<file path="config.mk">
export PLATFORM = sky130hd
export DESIGN_NAME = month_calendar_grid
export DESIGN_NICKNAME = d
export VERILOG_FILES = /design/src/hdl/mcg_pkg.sv /design/src/hdl/mcg_front.sv /design/src/hdl/mcg_queue.sv /design/src/hdl/mcg_back.sv /design/src/hdl/month_calendar_grid.sv
export SDC_FILE = /design/constraint.sdc
export NUM_CORES = 1
export LEC_CHECK = 0
export ABC_AREA = 0
export ABC_CLOCK_PERIOD_IN_PS = 9100
export BUFFER_PORTS_ARGS = -buffer_cell sky130_fd_sc_hd__buf_2
export CORE_ASPECT_RATIO = 0.75
export CORE_UTILIZATION = 45
export CTS_CLUSTER_DIAMETER = 60
export CTS_CLUSTER_SIZE = 25
export DETAILED_ROUTE_END_ITERATION = 8
export PLACE_DENSITY = 0.68
export REMOVE_ABC_BUFFERS = 1
export SYNTH_ARGS = -nofsm -noshare
export SYNTH_HDL_FRONTEND = slang
export SYNTH_SLANG_ARGS = --single-unit
</file>
<file path="constraint.sdc">
create_clock -name clk_i -period 9.1 [get_ports clk_i]
set_input_delay 1.82 -clock clk_i [delete_from_list [all_inputs] [get_ports clk_i]]
set_output_delay 1.82 -clock clk_i [all_outputs]
set_load 0.1 [all_outputs]
</file>
<file path="src/hdl/mcg_pkg.sv">
package mcg_pkg;

  localparam int unsigned GridCells = 42;
  localparam int unsigned PosW      = 6;
  localparam int unsigned DayW      = 5;
  localparam int unsigned YearW     = 14;
  localparam int unsigned MonthW    = 4;
  localparam int unsigned WdayW     = 3;
  localparam int unsigned SumW      = 15;
  localparam int unsigned QuotW     = 8;

  localparam logic [PosW-1:0] LastPos = PosW'(GridCells - 1);

  // floor(x / 25) for x below 4096: multiply by ceil(2^17 / 25)
  localparam logic [12:0] Recip25 = 13'd5243;

  localparam logic [MonthW-1:0] MonthJan = 4'd1;
  localparam logic [MonthW-1:0] MonthFeb = 4'd2;
  localparam logic [MonthW-1:0] MonthDec = 4'd12;

  // first weekday and length of the month, one word per grid
  typedef struct packed {
    logic [WdayW-1:0] first;
    logic [DayW-1:0]  len;
  } grid_job_t;

  function automatic logic [QuotW-1:0] div25(input logic [11:0] x);
    logic [24:0] p;
    p = 25'(x) * 25'(Recip25);
    return p[24:17];
  endfunction

  // 8 is 1 mod 7, so octal digits fold together
  function automatic logic [WdayW-1:0] mod7(input logic [SumW-1:0] x);
    logic [5:0] s;
    logic [3:0] s2;
    s  = 6'(x[2:0]) + 6'(x[5:3]) + 6'(x[8:6]) + 6'(x[11:9]) + 6'(x[14:12]);
    s2 = 4'(s[5:3]) + 4'(s[2:0]);
    if (s2 >= 4'd7) begin
      s2 = s2 - 4'd7;
    end
    return s2[WdayW-1:0];
  endfunction

  function automatic logic [8:0] days_before(input logic [MonthW-1:0] m);
    logic [8:0] d;
    unique case (m)
      4'd1:    d = 9'd0;
      4'd2:    d = 9'd31;
      4'd3:    d = 9'd59;
      4'd4:    d = 9'd90;
      4'd5:    d = 9'd120;
      4'd6:    d = 9'd151;
      4'd7:    d = 9'd181;
      4'd8:    d = 9'd212;
      4'd9:    d = 9'd243;
      4'd10:   d = 9'd273;
      4'd11:   d = 9'd304;
      4'd12:   d = 9'd334;
      default: d = 9'd0;
    endcase
    return d;
  endfunction

  function automatic logic [DayW-1:0] month_len(input logic [MonthW-1:0] m,
                                                input logic leap);
    logic [DayW-1:0] l;
    unique case (m)
      4'd1, 4'd3, 4'd5, 4'd7, 4'd8, 4'd10, 4'd12: l = 5'd31;
      4'd4, 4'd6, 4'd9, 4'd11:                    l = 5'd30;
      4'd2:    l = leap ? 5'd29 : 5'd28;
      default: l = 5'd0;
    endcase
    return l;
  endfunction

endpackage

</file>
<file path="src/hdl/mcg_front.sv">
module mcg_front import mcg_pkg::*; (
  input  logic              clk_i,
  input  logic              rst_ni,
  input  logic              in_valid_i,
  output logic              in_ready_o,
  input  logic [YearW-1:0]  year_number_i,
  input  logic [MonthW-1:0] month_number_i,
  output logic              push_o,
  output grid_job_t         job_o,
  input  logic              q_ready_i
);

  logic              a_valid_q, b_valid_q, c_valid_q;
  logic              a_ok_q, b_ok_q, c_ok_q;
  logic [YearW-1:0]  a_year_q, a_n_q, b_n_q;
  logic [MonthW-1:0] a_month_q, b_month_q, c_month_q;
  logic [11:0]       b_m_q;
  logic [1:0]        b_ylo_q;
  logic [QuotW-1:0]  b_q100_q, b_q400_q, b_qm_q;
  logic              c_leap_q;
  logic [SumW-1:0]   c_t_q;

  logic              adv;
  logic              in_ok;
  logic              leap;
  logic [SumW-1:0]   t_d;

  assign adv        = !c_valid_q || q_ready_i;
  assign in_ready_o = adv;
  assign in_ok      = (year_number_i != '0) && (month_number_i >= MonthJan)
                      && (month_number_i <= MonthDec);

  // divisible by 4, and not by 100 unless also by 400
  assign leap = (b_ylo_q == 2'd0)
                && ((b_m_q != 12'(b_qm_q) * 12'd25) || (b_qm_q[1:0] == 2'd0));

  assign t_d = SumW'(1) + SumW'(b_n_q) + SumW'(b_n_q[YearW-1:2]) - SumW'(b_q100_q)
               + SumW'(b_q400_q) + SumW'(days_before(b_month_q))
               + SumW'(leap && (b_month_q > MonthFeb));

  always_ff @(posedge clk_i or negedge rst_ni) begin
    if (!rst_ni) begin
      a_valid_q <= 1'b0;
      b_valid_q <= 1'b0;
      c_valid_q <= 1'b0;
    end else if (adv) begin
      a_valid_q <= in_valid_i;
      b_valid_q <= a_valid_q;
      c_valid_q <= b_valid_q;
    end
  end

  always_ff @(posedge clk_i) begin
    if (adv) begin
      a_ok_q    <= in_ok;
      a_year_q  <= year_number_i;
      a_month_q <= month_number_i;
      a_n_q     <= year_number_i - YearW'(1);

      b_ok_q    <= a_ok_q;
      b_month_q <= a_month_q;
      b_n_q     <= a_n_q;
      b_m_q     <= a_year_q[YearW-1:2];
      b_ylo_q   <= a_year_q[1:0];
      b_q100_q  <= div25(a_n_q[YearW-1:2]);
      b_q400_q  <= div25(12'(a_n_q[YearW-1:4]));
      b_qm_q    <= div25(a_year_q[YearW-1:2]);

      c_ok_q    <= b_ok_q;
      c_month_q <= b_month_q;
      c_leap_q  <= leap;
      c_t_q     <= t_d;
    end
  end

  assign push_o    = c_valid_q && q_ready_i;
  assign job_o.first = c_ok_q ? mod7(c_t_q) : '0;
  assign job_o.len   = c_ok_q ? month_len(c_month_q, c_leap_q) : '0;

endmodule

</file>
<file path="src/hdl/mcg_queue.sv">
module mcg_queue import mcg_pkg::*; (
  input  logic      clk_i,
  input  logic      rst_ni,
  input  logic      push_i,
  input  grid_job_t data_i,
  output logic      ready_o,
  input  logic      pop_i,
  output grid_job_t data_o,
  output logic      valid_o
);

  grid_job_t  mem_q [2];
  logic       wr_q, rd_q;
  logic [1:0] cnt_q;

  assign ready_o = (cnt_q != 2'd2);
  assign valid_o = (cnt_q != 2'd0);
  assign data_o  = mem_q[rd_q];

  always_ff @(posedge clk_i or negedge rst_ni) begin
    if (!rst_ni) begin
      wr_q  <= 1'b0;
      rd_q  <= 1'b0;
      cnt_q <= 2'd0;
    end else begin
      if (push_i) begin
        wr_q <= !wr_q;
      end
      if (pop_i) begin
        rd_q <= !rd_q;
      end
      cnt_q <= cnt_q + 2'(push_i) - 2'(pop_i);
    end
  end

  always_ff @(posedge clk_i) begin
    if (push_i) begin
      mem_q[wr_q] <= data_i;
    end
  end

endmodule

</file>
<file path="src/hdl/mcg_back.sv">
module mcg_back import mcg_pkg::*; (
  input  logic              clk_i,
  input  logic              rst_ni,
  input  logic              q_valid_i,
  input  grid_job_t         q_data_i,
  output logic              pop_o,
  output logic              out_valid_o,
  input  logic              out_ready_i,
  output logic [DayW-1:0]   cell_day_o,
  output logic [PosW-1:0]   cell_position_o,
  output logic              last_cell_o
);

  logic            active_q;
  grid_job_t       cur_q;
  logic [PosW-1:0] pos_q;
  logic            out_valid_q;
  logic [DayW-1:0] day_q;
  logic [PosW-1:0] opos_q;

  logic            load;
  grid_job_t       job;
  logic [PosW-1:0] k;
  logic [PosW-1:0] off;
  logic [DayW-1:0] day_d;

  assign load  = !out_valid_q || out_ready_i;
  assign pop_o = load && !active_q && q_valid_i;
  assign job   = active_q ? cur_q : q_data_i;
  assign k     = active_q ? pos_q : '0;
  assign off   = k - PosW'(job.first);
  assign day_d = ((k >= PosW'(job.first)) && (off < PosW'(job.len)))
                 ? DayW'(off + PosW'(1)) : '0;

  always_ff @(posedge clk_i or negedge rst_ni) begin
    if (!rst_ni) begin
      active_q    <= 1'b0;
      pos_q       <= '0;
      out_valid_q <= 1'b0;
    end else if (load) begin
      if (active_q) begin
        out_valid_q <= 1'b1;
        pos_q       <= pos_q + PosW'(1);
        active_q    <= (pos_q != LastPos);
      end else if (q_valid_i) begin
        out_valid_q <= 1'b1;
        pos_q       <= PosW'(1);
        active_q    <= 1'b1;
      end else begin
        out_valid_q <= 1'b0;
      end
    end
  end

  always_ff @(posedge clk_i) begin
    if (pop_o) begin
      cur_q <= q_data_i;
    end
    if (load) begin
      day_q  <= day_d;
      opos_q <= k;
    end
  end

  assign out_valid_o     = out_valid_q;
  assign cell_day_o      = day_q;
  assign cell_position_o = opos_q;
  assign last_cell_o     = (opos_q == LastPos);

endmodule

</file>
<file path="src/hdl/month_calendar_grid.sv">
// channel  direction  handshake                 word
// in       input      in_valid_i / in_ready_o   year_number_i, month_number_i
// out      output     out_valid_o / out_ready_i cell_day_o, cell_position_o, last_cell_o
//
// each input word gives 42 output words, one per cycle while out_ready_i is high
// the first cell passes the front stages, the job queue and the output register;
// the back end takes the next word only once its cell counter ends the grid
// front pipeline (3 stages) and a 2-word job queue run ahead of the back end
// rst_ni clears all valid flags and counters at once; no clearing pass
// a stall on out_ready_i holds the output word; the front keeps accepting until
// its queue fills
module month_calendar_grid import mcg_pkg::*; (
  input  logic              clk_i,
  input  logic              rst_ni,
  input  logic              in_valid_i,
  output logic              in_ready_o,
  input  logic [YearW-1:0]  year_number_i,
  input  logic [MonthW-1:0] month_number_i,
  output logic              out_valid_o,
  input  logic              out_ready_i,
  output logic [DayW-1:0]   cell_day_o,
  output logic [PosW-1:0]   cell_position_o,
  output logic              last_cell_o
);

  logic      push, q_ready, q_valid, pop;
  grid_job_t push_data, head;

  mcg_front u_front (
    .clk_i,
    .rst_ni,
    .in_valid_i,
    .in_ready_o,
    .year_number_i,
    .month_number_i,
    .push_o    (push),
    .job_o     (push_data),
    .q_ready_i (q_ready)
  );

  mcg_queue u_queue (
    .clk_i,
    .rst_ni,
    .push_i  (push),
    .data_i  (push_data),
    .ready_o (q_ready),
    .pop_i   (pop),
    .data_o  (head),
    .valid_o (q_valid)
  );

  mcg_back u_back (
    .clk_i,
    .rst_ni,
    .q_valid_i (q_valid),
    .q_data_i  (head),
    .pop_o     (pop),
    .out_valid_o,
    .out_ready_i,
    .cell_day_o,
    .cell_position_o,
    .last_cell_o
  );

endmodule

</file>
==> results of run 1 <==
## synth_stat cells (9+ instances only)
cell type	instances	share of area [%]
ha_1	272	23
inv_1	271	6.8
edfxtp_1	138	28
fa_1	137	18
a21oi_1	55	1.8
xnor2_1	47	2.8
nand2_1	41	1.0
nor2_1	37	0.93
xor2_1	37	2.2
a21o_1	30	1.5
o21ai_0	29	0.97
dfrtp_1	15	2.5
nand3_1	14	0.47
a211oi_1	12	0.60
and2_1	12	0.50
nor3_1	12	0.40
o211ai_1	12	0.60
nand4_1	11	0.46
mux2_2	10	0.76
dfxtp_1	9	1.2
## stage by stage
step                      utilization (%)  instance area (um^2)  std cells  hold slack, ns  worst slack (ns)
after detailed placement             48.0                 15600       1778           0.405              1.85
final                                49.8                 16200       1810           0.421              1.81
after global routing                 49.8                 16200       1810           0.433              1.47
after CTS                            49.8                 16200       1810           0.420              1.83
after global placement               48.0                 15600       1778           0.405              2.08
after floorplan                         -                 14900       1300           0.400              2.71
## worst max-delay path: stages (launching register included)
cell and delay, ns:
edfxtp_1 0.46, ha_1 0.33, ha_1 0.31, fa_1 0.47, ha_1 0.35, and2_1 0.21
a221o_1 0.33, a31oi_1 0.29, a21oi_1 0.15, xnor2_1 0.16, o31ai_1 0.55, fa_1 0.54
fa_1 0.46, fa_1 0.49, inv_1 0.04, ha_1 0.20, fa_1 0.41, a21oi_1 0.19
o21ai_0 0.16, a2111oi_2 0.51, o211ai_1 0.16, a21oi_1 0.19, xnor2_1 0.08
## sequential cells by signal (all words and copies together), names as in the netlist, 2 cells and up, named ones only
register                cells
u_front.c_t_q              15
u_front.a_n_q              14
u_front.a_year_q           14
u_front.b_n_q              14
u_front.b_m_q              12
u_queue.mem_q              12
u_front.b_q100_q            8
u_front.b_qm_q              8
u_back.cell_position_o      6
u_back.cur_q                6
u_back.pos_q                6
u_front.b_q400_q            6
u_back.cell_day_o           5
u_front.a_month_q           4
u_front.b_month_q           4
u_front.c_month_q           4
u_front.b_ylo_q             2
u_queue.cnt_q               2
## cell type report
cell class / instances / share of cell area (%)
sequential: 162 / 29.0
clock inverter: 15 / 0.804
inverter: 271 / 6.29
tap: 442 / 3.42
timing repair buffer: 36 / 1.13
clock buffer: 17 / 2.63
multi-input combinational: 867 / 56.7
## path summary, 6_finish.rpt
kind | start | endpoint | slack [ns] | depth (start not counted)
max | u_front.b_qm_q[3] | u_front.c_t_q[14] | 1.81 | 22
max reg2reg | u_front.b_qm_q[3] | u_front.c_t_q[14] | 1.81 | 22
max in group asynchronous | rst_ni | u_queue.cnt_q[1] | 7.56 | 1
min | u_front.a_year_q[1] | u_front.b_ylo_q[1] | 0.42 | 0
min in group asynchronous | rst_ni | u_back.pos_q[0] | 1.28 | 1
min reg2reg | u_front.a_year_q[1] | u_front.b_ylo_q[1] | 0.42 | 0
## cell families (layout without fill, tap and decap cells)
| kind of cell | Yosys count | after routing | share of synthesized area, % |
|---|---|---|---|
| AO/OA/AOI/OAI | 187 | 187 | 8.17 |
| XOR/XNOR | 84 | 84 | 4.93 |
| adder cells (fa/ha/maj) | 409 | 409 | 41.2 |
| buffers and inverters | 279 | 339 | 7.04 |
| flip-flops | 162 | 162 | 31.5 |
| multiplexers | 19 | 19 | 1.38 |
| AND/OR/NAND/NOR | 168 | 168 | 5.76 |
## per-layer routing
metal | wire length (um) | up-vias | global-route usage [%]
met4 | 154 | 0 | 3.24
li1 | - | 4556 | -
met3 | 1440 | 16 | 4.42
met2 | 12600 | 159 | 27.5
met5 | 0 | - | 0
met1 | 14300 | 4570 | 26.5
==> summary.md, run 1 <==
| Metric | Value |
|---|---|
| Vias | 9301 |
| RSZ-0062 raised after global routing | false |
| DR pass1 iterations | 5 |
| Fin. Hold Viols | 0 |
| Vias per cell | 5.14 |
| Rel. slew slack | 31.3% |
| Req. time, crit path | 9.28 ns |
| FP Rows | 57 |
| FMAX | 137 MHz |
| I/O pin count | 36 |
| First-pass GRT wire length | 47.9 mm |
| Clk_lat worst skew | 0.44 ns |
| Measured slew at the worst slew-check pin | 1.03 ns |
| Startpoint types | flop |
| Register Area | 4700 um^2 |
| Setup violators final | 0 |
| Ratio of cells with drive above 1 in the final layout | 5.99% |
| Synth-to-Final Area Change | 8.49% |
| Final slew viol count | 0 |
| Die H | 160 um |
| Tcrit/Tclk final | 80.1% |
| Hold Crit Class | reg -> reg |
| CP endpoint kind | flop |
| Number of synthesized flops with an enable pin | 138 |
| Post-CTS Setup Inserts | 0 |
| Iter 0 DRT Violations | 492 |
| Clock Path Buffers | 2 |
| Data arrival, critical path | 7.47 ns |
| Number of synthesis warnings | 0 |
| DRC | 0 |
| Status | finished clean |
| DIE AREA | 33900 um^2 |
| CP Max Fanout | 3 |
| Grt total ovfl | 0 |
| Yosys cell types | 58 |
| Initial antenna violation count | 0 |
| Most common cell after layout, fill and taps aside | ha_1 |
| Fillers | 2946 |
| Mapped cell area | 14900 um^2 |
| DIE WIDTH | 212 um |
| Drt wl/cell | 15.8 um |
| Final WL | 28.5 mm |
| CTS sink count | 162 |
| Post-cts hold buffer count | 0 |
| Max Cap Viol | 0 |
| CTS buffer count | 17 |
| Syn Inst Count | 1308 |
| Yosys reg bits | 162 |
| Register area share after synthesis | 31.5% |
| Final net count | 1786 |
| Vias in the first global route | 9431 |
| CTS clock-pin slew for the worst setup and hold paths | 0.06 ns |
| Clock Skew | 0.00983 ns |
| FFs w/ async S/R, synth | 9.26% |
| Commonest non-fill, non-tap cells in the layout | 272 x ha_1, 271 x inv_1, 138 x edfxtp_1 |
| GRT Util Overall | 18.1% |
| Multi-input gate area | 9170 um^2 |
| Crit Path Category | reg -> reg |
| CTS tree | yes |
| Final worst path period need | 7.29 ns |
| Syn_area_per_cell | 11.4 um^2 |
| Setup_tns | 0 ns |
| N_diodes | 0 |
| Largest net degree at the start of global routing | 83 |
| GPL Wtd Cong | 0.877 |
| Buffer type at the clock tree root | clkbuf_16 |
| CORE AREA | 32500 um^2 |
| Most common flop cell mapped by yosys | edfxtp_1 |
| Post-CTS resize count | 0 |
| Antenna Violating Nets Remaining | 0 |
| I/O Buffers | 35 |
| Initial Util | 45.9% |
| H-tree depth | 4 |
| Post-DP HPWL | 23.9 mm |
Power of run 1 is left out: the tool's default activity adds up to more than one toggle a clock period on the data nets, which glitch-free logic cannot reach.
==> run 2: changes to the inputs <==
- ABC_CLOCK_PERIOD_IN_PS: 9100 -> 6400
- PLACE_DENSITY: 0.68 -> 0.7
- clock period: 9.1 -> 6.4 ns (I/O delays scaled with it)
==> summary.md, run 2 (synthesized netlist as in run 1, its figures left out) <==
| Metric | Value |
|---|---|
| Status | finished clean |
| Fin. Hold Viols | 0 |
| CORE AREA | 32500 um^2 |
| Largest net degree at the start of global routing | 77 |
| CTS tree | yes |
| I/O pin count | 36 |
| Initial Util | 45.9% |
| Final slew viol count | 0 |
| FMAX | 159 MHz |
| Tcrit/Tclk final | 98.2% |
| First-pass GRT wire length | 48.6 mm |
| Startpoint types | flop |
| CTS buffer count | 17 |
| DR pass1 iterations | 5 |
| DRC | 0 |
| Delay-heaviest family, CP | adder cells |
| GPL Wtd Cong | 0.894 |
| Clk_lat worst skew | 0.44 ns |
| Register Area | 4700 um^2 |
| Rel. slew slack | 30.7% |
| Buffer type at the clock tree root | clkbuf_16 |
| Inst Count DP | 1794 |
| Synth-to-Final Area Change | 10.8% |
| Hold Crit Class | reg -> reg |
| Reg with most FFs | u_front.c_t_q |
| Ratio of cells with drive above 1 in the final layout | 8.98% |
| Final cell count without fillers | 1834 |
| Hold Crit Start | u_front.a_n_q[1] |
| FF-to-FF Start | u_front.b_qm_q[4] |
| Setup violators final | 0 |
| Final WL | 29.1 mm |
| CP Cell Sequence | ha_1 > ha_4 > fa_1 > ha_4 > and2_4 > a221o_1 > a31oi_4 > a21oi_1 > xnor2_1 > o31ai_4 > fa_1 > fa_1 > fa_1 > inv_2 > ha_4 > fa_2 > a21oi_4 > o21ai_2 > a2111oi_4 > o211ai_1 > a21oi_1 > xnor2_1 |
| Drt wl/cell | 15.8 um |
| H-tree depth | 4 |
| Vias | 9336 |
| RSZ-0062 raised after global routing | true |
| Commonest non-fill, non-tap cells in the layout | 270 x inv_1, 264 x ha_1, 138 x edfxtp_1 |
| Final worst path period need | 6.28 ns |
| Die H | 160 um |
| Max reg flops | 15 |
| Slowest stage cell, crit path | fa_1 |
| Vias per cell | 5.09 |
| Final net count | 1810 |
| Slowest Stage Delay on Critical Path | 0.53 ns |
| CP Max Fanout | 3 |
| Grt total ovfl | 0 |
| DIE AREA | 33900 um^2 |
| Clock Path Buffers | 2 |
| Post-DP HPWL | 23.9 mm |
| FP Rows | 57 |
| Vias in the first global route | 9652 |
| CP endpoint kind | flop |
| N_diodes | 0 |
| Most common cell after layout, fill and taps aside | inv_1 |
| Multi-input gate area | 9330 um^2 |
| Iter 0 DRT Violations | 539 |
| Crit Path Category | reg -> reg |
| CTS sink count | 162 |
| Initial antenna violation count | 0 |
| GRT Util Overall | 18.3% |
| Top cell by count, worst path | fa_1 |
| Max Cap Viol | 0 |
| Fillers | 2849 |
| Data arrival, critical path | 6.47 ns |
| Antenna Violating Nets Remaining | 0 |
| CTS clock-pin slew for the worst setup and hold paths | 0.06 ns |
| CP bufs+invs | 1 |
| DIE WIDTH | 212 um |
| Req. time, crit path | 6.59 ns |
| I/O Buffers | 35 |
| CP startpoint | u_front.b_qm_q[4] |
| Clock Skew | 0.0103 ns |
| Measured slew at the worst slew-check pin | 1.04 ns |
run 2: cell types whose count changed in the layout (fill, tap and decap cells not counted), sizes merged:
cell and delta:
buf +24, clkbuf +5, clkinv -4, inv -2, clkinvlp +1
run 2: metrics by stage:
step / util (%) / area, um^2 / setup WS, ns / hold WS (ns) / setup TNS [ns]
floorplan: - / 14900 / 0.0125 / 0.400 / 0
global placement: 48.4 / 15700 / -0.370 / 0.404 / -0.889
detailed placement: 48.4 / 15700 / -0.525 / 0.405 / -1.54
CTS: 50.4 / 16400 / 0.00783 / 0.418 / 0
global route: 50.8 / 16500 / -0.101 / 0.420 / -0.151
finish: 50.8 / 16500 / 0.118 / 0.417 / 0
run 2: cell type report:
type	count	share of cell area [%]
clock buffer	22	2.75
clock inverter	10	0.598
inverter	271	6.15
multi-input combinational	867	56.5
sequential	162	28.4
tap	442	3.35
timing repair buffer	60	2.26
run 2: per-layer routing:
| layer | vias to the layer above | share of wire [%] | global-route usage (%) | wire, um |
|---|---|---|---|---|
| met3 | 18 | 3.8 | 3.46 | 1100 |
| met5 | - | 0 | 0 | 0 |
| li1 | 4608 | - | - | - |
| met1 | 4559 | 51 | 26.9 | 14800 |
| met4 | 0 | 0.85 | 3.63 | 246 |
| met2 | 151 | 44 | 28.3 | 12900 |
run 2: worst paths after layout:
check | slack (ns) | to | cells past startpoint
worst max-delay path | 0.12 | u_front.c_t_q[14] | 22
worst min-delay path | 0.42 | u_front.b_n_q[1] | 0
worst max register to register | 0.12 | u_front.c_t_q[14] | 22
worst min register to register | 0.42 | u_front.b_n_q[1] | 0
max in group asynchronous | 5.39 | u_front.b_valid_q | 1
min in group asynchronous | 0.75 | u_back.pos_q[5] | 1
run 2: what timing repair did:
action                                  CTS  global route
gates resized for setup                  10            19
endpoints found under the setup margin    5             6
pin swaps                                14            15
setup buffers                             4             4
endpoints found under the hold margin     0             0
hold buffers                              0             0
Power of run 2 is left out for the same reason.
==> run 3: changes to the inputs <==
- PLACE_DENSITY: 0.7 -> default
- PLACE_DENSITY_LB_ADDON: default -> 0.2
==> summary.md, run 3 (synthesized netlist as in run 1, its figures left out) <==
| Metric | Value |
|---|---|
| R2R depth | 22 |
| Initial antenna violation count | 1 |
| Final cell count without fillers | 1837 |
| Final worst path period need | 6.31 ns |
| CTS tree | yes |
| Hold Path Sink | u_front.b_n_q[1] |
| Initial Util | 45.9% |
| Setup violators final | 0 |
| Vias in the first global route | 9753 |
| Vias per cell | 5.07 |
| CTS sink count | 162 |
| DRC | 0 |
| Crit Path Category | reg -> reg |
| GPL Wtd Cong | 0.869 |
| Final instance area | 16600 um^2 |
| FMAX | 158 MHz |
| Fin. Hold Viols | 0 |
| I/O pin count | 36 |
| Buffer type at the clock tree root | clkbuf_16 |
| Placed cell area | 15800 um^2 |
| Max Cap Viol | 0 |
| Tcrit/Tclk final | 98.6% |
| FP Rows | 57 |
| Commonest non-fill, non-tap cells in the layout | 269 x inv_1, 261 x ha_1, 138 x edfxtp_1 |
| Inst Count DP | 1795 |
| FF-to-FF Start | u_front.b_qm_q[3] |
| Post-DP HPWL | 24.5 mm |
| Hold path depth | 0 |
| Iter 0 DRT Violations | 481 |
| Largest net degree at the start of global routing | 79 |
| CTS buffer count | 17 |
| RR Endpoint | u_front.c_t_q[14] |
| Clock Path Buffers | 2 |
| DIE AREA | 33900 um^2 |
| First-pass GRT wire length | 50.3 mm |
| Clock Skew | 0.0112 ns |
| CP endpoint kind | flop |
| Measured slew at the worst slew-check pin | 1.06 ns |
| Die H | 160 um |
| H-tree depth | 4 |
| Vias | 9305 |
| Final slew viol count | 0 |
| Data arrival, critical path | 6.49 ns |
| Final WL | 29.9 mm |
| CORE AREA | 32500 um^2 |
| Rel. slew slack | 28.9% |
| CTS clock-pin slew for the worst setup and hold paths | 0.07 ns |
| Startpoint types | flop |
| DIE WIDTH | 212 um |
| CP Max Fanout | 3 |
| Drt wl/cell | 16.3 um |
| Clk_lat worst skew | 0.43 ns |
| Req. time, crit path | 6.58 ns |
| Post-cts hold buffer count | 0 |
| GRT Util Overall | 19.2% |
| DR pass1 iterations | 5 |
| I/O Buffers | 35 |
| Grt total ovfl | 0 |
| Max reg flops | 15 |
| Synth-to-Final Area Change | 11.3% |
| Final net count | 1812 |
| Antenna Violating Nets Remaining | 0 |
| Hold Crit Start | u_front.a_n_q[1] |
| RSZ-0062 raised after global routing | true |
| Reg with most FFs | u_front.c_t_q |
| Hold Crit Class | reg -> reg |
| R2R Setup Slk | 0.09 ns |
| Ratio of cells with drive above 1 in the final layout | 9.33% |
| Status | finished clean |
| Most common cell after layout, fill and taps aside | inv_1 |
[run 3: cell count changes in the layout (fill, tap and decap cells not counted), moves of 2 or more]
| cell | change |
|---|---|
| ha_4 | +4 |
| ha_1 | -3 |
| buf_4 | +2 |
| clkbuf_1 | -2 |
[run 3: through the flow]
step           utilization, %  hold slack [ns]  worst slack (ns)  TNS, ns
6_report                 51.1            0.419            0.0865        0
5_1_grt                  51.1            0.427            -0.204   -0.317
4_1_cts                  50.9            0.417            0.0112        0
3_5_place_dp             48.4            0.405            -0.412   -0.984
3_3_place_gp             48.4            0.401            -0.279   -0.606
2_1_floorplan               -            0.400            0.0125        0
[run 3: critical path, cell delays in order, from the launching register on]
cell	delay, ns
edfxtp_1	0.50
ha_4	0.29
ha_4	0.26
fa_1	0.44
ha_4	0.26
and2_4	0.14
a221o_1	0.35
a31oi_4	0.17
xnor2_1	0.13
nand4_1	0.17
o31ai_2	0.25
fa_1	0.47
fa_1	0.46
fa_1	0.51
inv_2	0.05
ha_4	0.15
fa_2	0.36
a21oi_4	0.18
o21ai_4	0.09
a2111oi_4	0.41
o211ai_1	0.15
a21oi_1	0.19
xnor2_1	0.08
[run 3: final cells by class]
cell class	count	area, um^2
multi-input cells	867	9360
clock buffers	22	485
diodes	1	2.50
well taps	442	553
clock inverters	10	96.3
fillers	2977	15900
repair buffers	62	389
inverters	271	1020
flip-flops and latches	162	4700
[run 3: how the worst max path moves through the flow]
stage | endpoint | slack, ns | start
6_report | u_front.c_t_q[14] | 0.09 | u_front.b_qm_q[3]
5_1_grt | u_front.c_t_q[14] | -0.20 | u_front.b_qm_q[3]
4_1_cts | u_front.c_t_q[14] | 0.01 | u_front.b_qm_q[3]
3_5_place_dp | u_front.c_t_q[14] | -0.41 | u_front.b_qm_q[3]
3_3_place_gp | u_front.c_t_q[14] | -0.28 | u_front.b_qm_q[3]
2_1_floorplan | u_front.c_t_q[14] | 0.01 | u_front.b_qm_q[3]
[run 3: repair_timing]
| item | in CTS | in global routing |
|---|---|---|
| setup buffers | 8 | 1 |
| endpoints found under the setup margin | 4 | 5 |
| cloned | 0 | 0 |
| resized for setup | 26 | 5 |
| pin swaps | 31 | 17 |
[run 3: metal layers]
layer | track usage, % | up-vias | routed length, um
li1 | - | 4615 | -
met1 | 28.6 | 4572 | 15500
met4 | 5.17 | 0 | 421
met3 | 2.69 | 29 | 769
met5 | 0 | - | 0
met2 | 29.2 | 89 | 13200
Power of run 3 is left out for the same reason.
